--- src/hvn_pkg.sv ---
`default_nettype none
// ----------------------------------------------------------------------------
// hvn_pkg
// Shared types, constants and helpers of the height map vertex/normal stream.
// ----------------------------------------------------------------------------
package hvn_pkg;

   localparam int MAX_COLUMNS_DEF = 1024;
   localparam int MAX_ROWS_DEF    = 1024;

   // widest grid index and clamped size over the whole parameter range
   localparam int POS_W  = 12;
   localparam int SIZE_W = 13;

   localparam int QUEUE_DEPTH = 4;
   localparam int QPTR_W      = 2;

   localparam int CSR_INDEX_W = 3;
   localparam int CSR_DATA_W  = 32;

   typedef enum logic [CSR_INDEX_W-1:0] {
      CSR_COLUMNS,
      CSR_ROWS,
      CSR_MODE,
      CSR_BASE,
      CSR_STEP,
      CSR_SPACING,
      CSR_INV_SPACING
   } hvn_csr_type;

   // one grid point to be finished by the back end
   typedef struct packed {
      logic [POS_W-1:0]  col;
      logic [POS_W-1:0]  row;
      logic signed [31:0] zc;
      logic signed [31:0] zl;
      logic signed [31:0] zr;
      logic signed [31:0] zu;
      logic signed [31:0] zd;
      logic               last;
   } hvn_job_type;

   typedef enum logic [1:0] {
      F_IDLE,
      F_READ,
      F_WRITE,
      F_PUSH
   } hvn_front_state_type;

   typedef enum logic [3:0] {
      B_IDLE,
      B_MUL,
      B_ROUND,
      B_SQUARE,
      B_SUM,
      B_ROOT,
      B_DIVSET,
      B_DIVIDE,
      B_OUT
   } hvn_back_state_type;

   function automatic logic signed [31:0] sat32(input logic signed [47:0] v);
      logic signed [31:0] r;
      if (v > 48'sh0000_7FFF_FFFF)
         r = 32'sh7FFF_FFFF;
      else if (v < -48'sh0000_8000_0000)
         r = 32'sh8000_0000;
      else
         r = v[31:0];
      return r;
   endfunction

endpackage

`default_nettype wire

--- src/hvn_queue.sv ---
`default_nettype none
// ----------------------------------------------------------------------------
// hvn_queue
// Short job queue between the sample front end and the normal back end.
// ----------------------------------------------------------------------------
module hvn_queue (
   input  wire logic                clock,
   input  wire logic                reset,
   input  wire logic                push,
   input  wire hvn_pkg::hvn_job_type push_job,
   output logic                     full,
   input  wire logic                pop,
   output hvn_pkg::hvn_job_type     head_job,
   output logic                     empty
);
   import hvn_pkg::*;

   hvn_job_type         slot_ff [QUEUE_DEPTH];
   logic [QPTR_W-1:0]   wr_ptr_ff, wr_ptr_in;
   logic [QPTR_W-1:0]   rd_ptr_ff, rd_ptr_in;
   logic [QPTR_W:0]     count_ff, count_in;

   assign full     = (count_ff == (QPTR_W+1)'(QUEUE_DEPTH));
   assign empty    = (count_ff == '0);
   assign head_job = slot_ff[rd_ptr_ff];

   always_comb begin
      wr_ptr_in = wr_ptr_ff;
      rd_ptr_in = rd_ptr_ff;
      count_in  = count_ff;
      if (push && !full) begin
         wr_ptr_in = wr_ptr_ff + 1'b1;
      end
      if (pop && !empty) begin
         rd_ptr_in = rd_ptr_ff + 1'b1;
      end
      if ((push && !full) && !(pop && !empty))
         count_in = count_ff + 1'b1;
      else if (!(push && !full) && (pop && !empty))
         count_in = count_ff - 1'b1;
   end

   always_ff @(posedge clock) begin
      if (reset) begin
         wr_ptr_ff <= '0;
         rd_ptr_ff <= '0;
         count_ff  <= '0;
      end else begin
         wr_ptr_ff <= wr_ptr_in;
         rd_ptr_ff <= rd_ptr_in;
         count_ff  <= count_in;
      end
   end

   always_ff @(posedge clock) begin
      if (push && !full) begin
         slot_ff[wr_ptr_ff] <= push_job;
      end
   end

endmodule

`default_nettype wire

--- config.mk ---
export PLATFORM = sky130hd
export DESIGN_NAME = hvn_queue
export DESIGN_NICKNAME = d
export VERILOG_FILES = /design/src/hvn_pkg.sv /design/src/hvn_queue.sv
export SDC_FILE = /design/constraint.sdc
export NUM_CORES = 1
export LEC_CHECK = 0
export BUFFER_PORTS_ARGS = -buffer_cell sky130_fd_sc_hd__buf_2
export CORE_ASPECT_RATIO = 0.9
export CORE_MARGIN = 8
export CORE_UTILIZATION = 48
export CTS_CLUSTER_DIAMETER = 150
export DETAILED_ROUTE_END_ITERATION = 12
export PLACE_DENSITY = 0.69
export SLEW_MARGIN = 5
export SYNTH_ARGS = -nofsm -noshare
export SYNTH_HDL_FRONTEND = slang
export SYNTH_SLANG_ARGS = --single-unit
--- constraint.sdc ---
create_clock -name clock -period 7.7 [get_ports clock]
set_clock_uncertainty 0.2 [all_clocks]
set_input_delay 1.54 -clock clock [delete_from_list [all_inputs] [get_ports clock]]
set_output_delay 1.54 -clock clock [all_outputs]
set_load 0.01 [all_outputs]
==> summary.md <==
| Metric | Value |
|---|---|
| Met2 WL | between 20000 and 30000 um |
| Vias in the first global route | 12788 |
| Placer Congestion | about 0.75 |
| DRC violations left | 0 |
| Root Buffer | clkbuf_16 |
| CTS tree | done |
| Worst hold path class | flop to flop |
| CTS clk-pin slew, worst paths | 0.06 ns |
| M1 WL | roughly 22000 um |
| Number of DRC markers in iteration 0 | 850 |
| DP Cell Count | 2114 |
| CP max FO | 57 |
| Row cnt | a little over 80 |
| Core area | approximately 56000 um^2 |
| Initial antenna violation count | 9 |
| Kind of critical path | flop to output port |
| Leakage power | ~11 nW |
| Layout cells sized above 1 | 45.1% |
| CTS max path bufs | 3 |
| Syn Inst Count | between 1000 and 1500 |
| Worst Hold Path Cells | 2 |
| Finished Cell Area | between 30000 and 40000 um^2 |
| Pwr per Cell Area | approximately 330 nW/um^2 |
| Max Cap Viol | 0 |
| R2r startpoint | count_ff[0] |
| Setup TNS | 0 ns |
| Vias | roughly 12000 |
| Initial Utilization | 48.7% |
| DR WL met3 | between 3000 and 4000 um |
| Crit start category | flop |
| Area Growth Syn to Fin | 18.4% |
| Layout Cells excl Fill | approximately 2300 |
| Min-Delay Startpoint | wr_ptr_ff[1] |
| Synthesized cell area | ~27000 um^2 |
| Syn nets | ~1200 |
| Least-Margin Pin Slew | between 1 and 1.5 ns |
| Final ANT Viol Nets | 0 |
| Most common cell after layout, fill and taps aside | edfxtp_1 |
| Max-Slew Margin vs Limit | 10.4% |
| R2R cell count | 4 |
| Port Buffers | roughly 380 |
| Die height | approximately 240 um |
| Min-Delay Endpoint | wr_ptr_ff[1] |
| Crit path time final | about 4.7 ns |
| Reg2reg end | slot_ff[2][89] |
| Clock Latency Late Sink | just over 0.6 ns |
| Drt pass-1 iters | 5 |
| Post-layout nets | approximately 1600 |
| Hold_ws | 0.314 ns |
| Max Freq | approximately 0.21 GHz |
| Fin util | 57.6% |
| IO Pins | 376 |
| Fin. max-slew vios | 0 |
| R2R Setup Slk | approximately 4.5 ns |
| Hold_buf cts | 0 |
| First-pass GRT wire length | 80100 um |
| Critical Path RT | around 6.0 ns |
| Crit end category | output port |
| Clk sinks | approximately 750 |
| Setup Buffers After CTS | 0 |
| Outcome | finished, final reports clean |
| Max rail drop VDD | 0.288 mV |
| DR WL/cell | ~24 um |
| Final Cycle Share | about three fifths |
| DP Area | roughly 30000 um^2 |
| Die area | approximately 64000 um^2 |
| RSZ-0062 raised after global routing | no |
| Final hold vios | 0 |
| Dpl hpwl | ~32000 um |
| Most frequent cells in the layout | edfxtp_1, buf_2, mux4_2, clkbuf_16, clkbuf_1 |
| Setup violations, final | 0 |
| Distinct cells, synth | 22 |
| Total Wirelength | ~53000 um |
| Total gr overflow | 0 |
| Avg Cell Area, Syn | 26.8 um^2 |
| YS warnings | 0 |
| Largest net degree at the start of global routing | 151 |
| Top sig layer | met5 |
| CTS buffer count | 75 |
| Crit path arrival time | 2.95 ns |
| Share of the yosys chip area belonging to registers | just over 80% |
| FF+latch count, synth | around 750 |
| DR vias/cell | around 5.4 |
| Die W | 267 um |
| Htree depth | 3 |
| Gr usage total | around 16% |
| Cts repair resizes | 0 |
==> layout make-up <==
cell class	instances	area (um^2)
sequential	749	22400
multi-input combinational	219	4440
fill	4093	23600
clock inverter	34	243
antenna	6	15.0
tap	756	946
timing repair buffer	386	2050
clock buffer	100	2050
inverter	4	15.0
==> sequential cells by signal (all words and copies together), names as in the netlist, named ones only <==
register   count
rd_ptr_ff      2
count_ff       3
slot_ff      740
wr_ptr_ff      2
==> stage by stage <==
stage	power [W]	worst slack, ns
2_1_floorplan	0.00671	0.840
3_3_place_gp	0.00752	3.57
3_5_place_dp	0.00755	3.52
4_1_cts	0.0109	2.95
5_1_grt	0.0112	2.86
6_report	0.0108	3.01
==> critical path, cell delays in order, from the launching register on <==
cell and delay, ns:
dfxtp_4 0.94, buf_4 0.72, mux4_2 0.44, buf_2 0.17
==> Yosys cell counts <==
library cell	instances	area, um^2
buf_4	1	7.51
or3_1	2	12.5
nor3b_1	1	7.51
clkbuf_1	4	15.0
o21ai_0	2	10.0
ha_1	5	62.6
dfxtp_1	9	180
and2_1	4	25.0
buf_2	20	100
fa_1	1	20.0
mux2i_1	2	20.0
edfxtp_1	740	22200
nand2b_1	2	12.5
nor3_1	1	5.00
a21oi_1	2	10.0
o311ai_0	1	8.76
xor2_1	4	35.0
mux4_2	185	4170
nor2_1	6	22.5
o31ai_1	1	7.51
buf_6	18	203
inv_1	4	15.0
==> metal layers <==
metal | vias up | GRT usage [%]
met5 | - | 0
met1 | 6377 | 22.0
met4 | 12 | 4.62
met2 | 370 | 26.1
met3 | 78 | 4.46
li1 | 5276 | -
==> power breakdown <==
group	switching, W	internal, W
clock network	0.00143	0.00195
registers	0.000110	0.00490
logic	0.00126	0.00111
==> how the worst max path moves through the flow <==
stage / slack [ns] / endpoint / from / cells past startpoint
2_1_floorplan: 0.84 / slot_ff[2][0] / push / 3
3_3_place_gp: 3.57 / slot_ff[3][166] / push / 5
3_5_place_dp: 3.52 / slot_ff[0][167] / push / 5
4_1_cts: 2.95 / head_job[32] / flop / 3
5_1_grt: 2.86 / head_job[32] / flop / 3
6_report: 3.01 / head_job[29] / flop / 3
==> cell families (layout without fill, tap and decap cells) <==
group	count (synthesis)	count (layout)	share of synthesized area, %
flip-flops	749	749	82.5
multiplexers	187	187	15.4
buffers and inverters	47	524	1.25
AND/OR/NAND/NOR	16	16	0.313
adder cells (fa/ha/maj)	6	6	0.304
AO/OA/AOI/OAI	6	6	0.134
XOR/XNOR	4	4	0.129
other	0	6	0
Note: power is estimated with default switching activity, not from simulation.
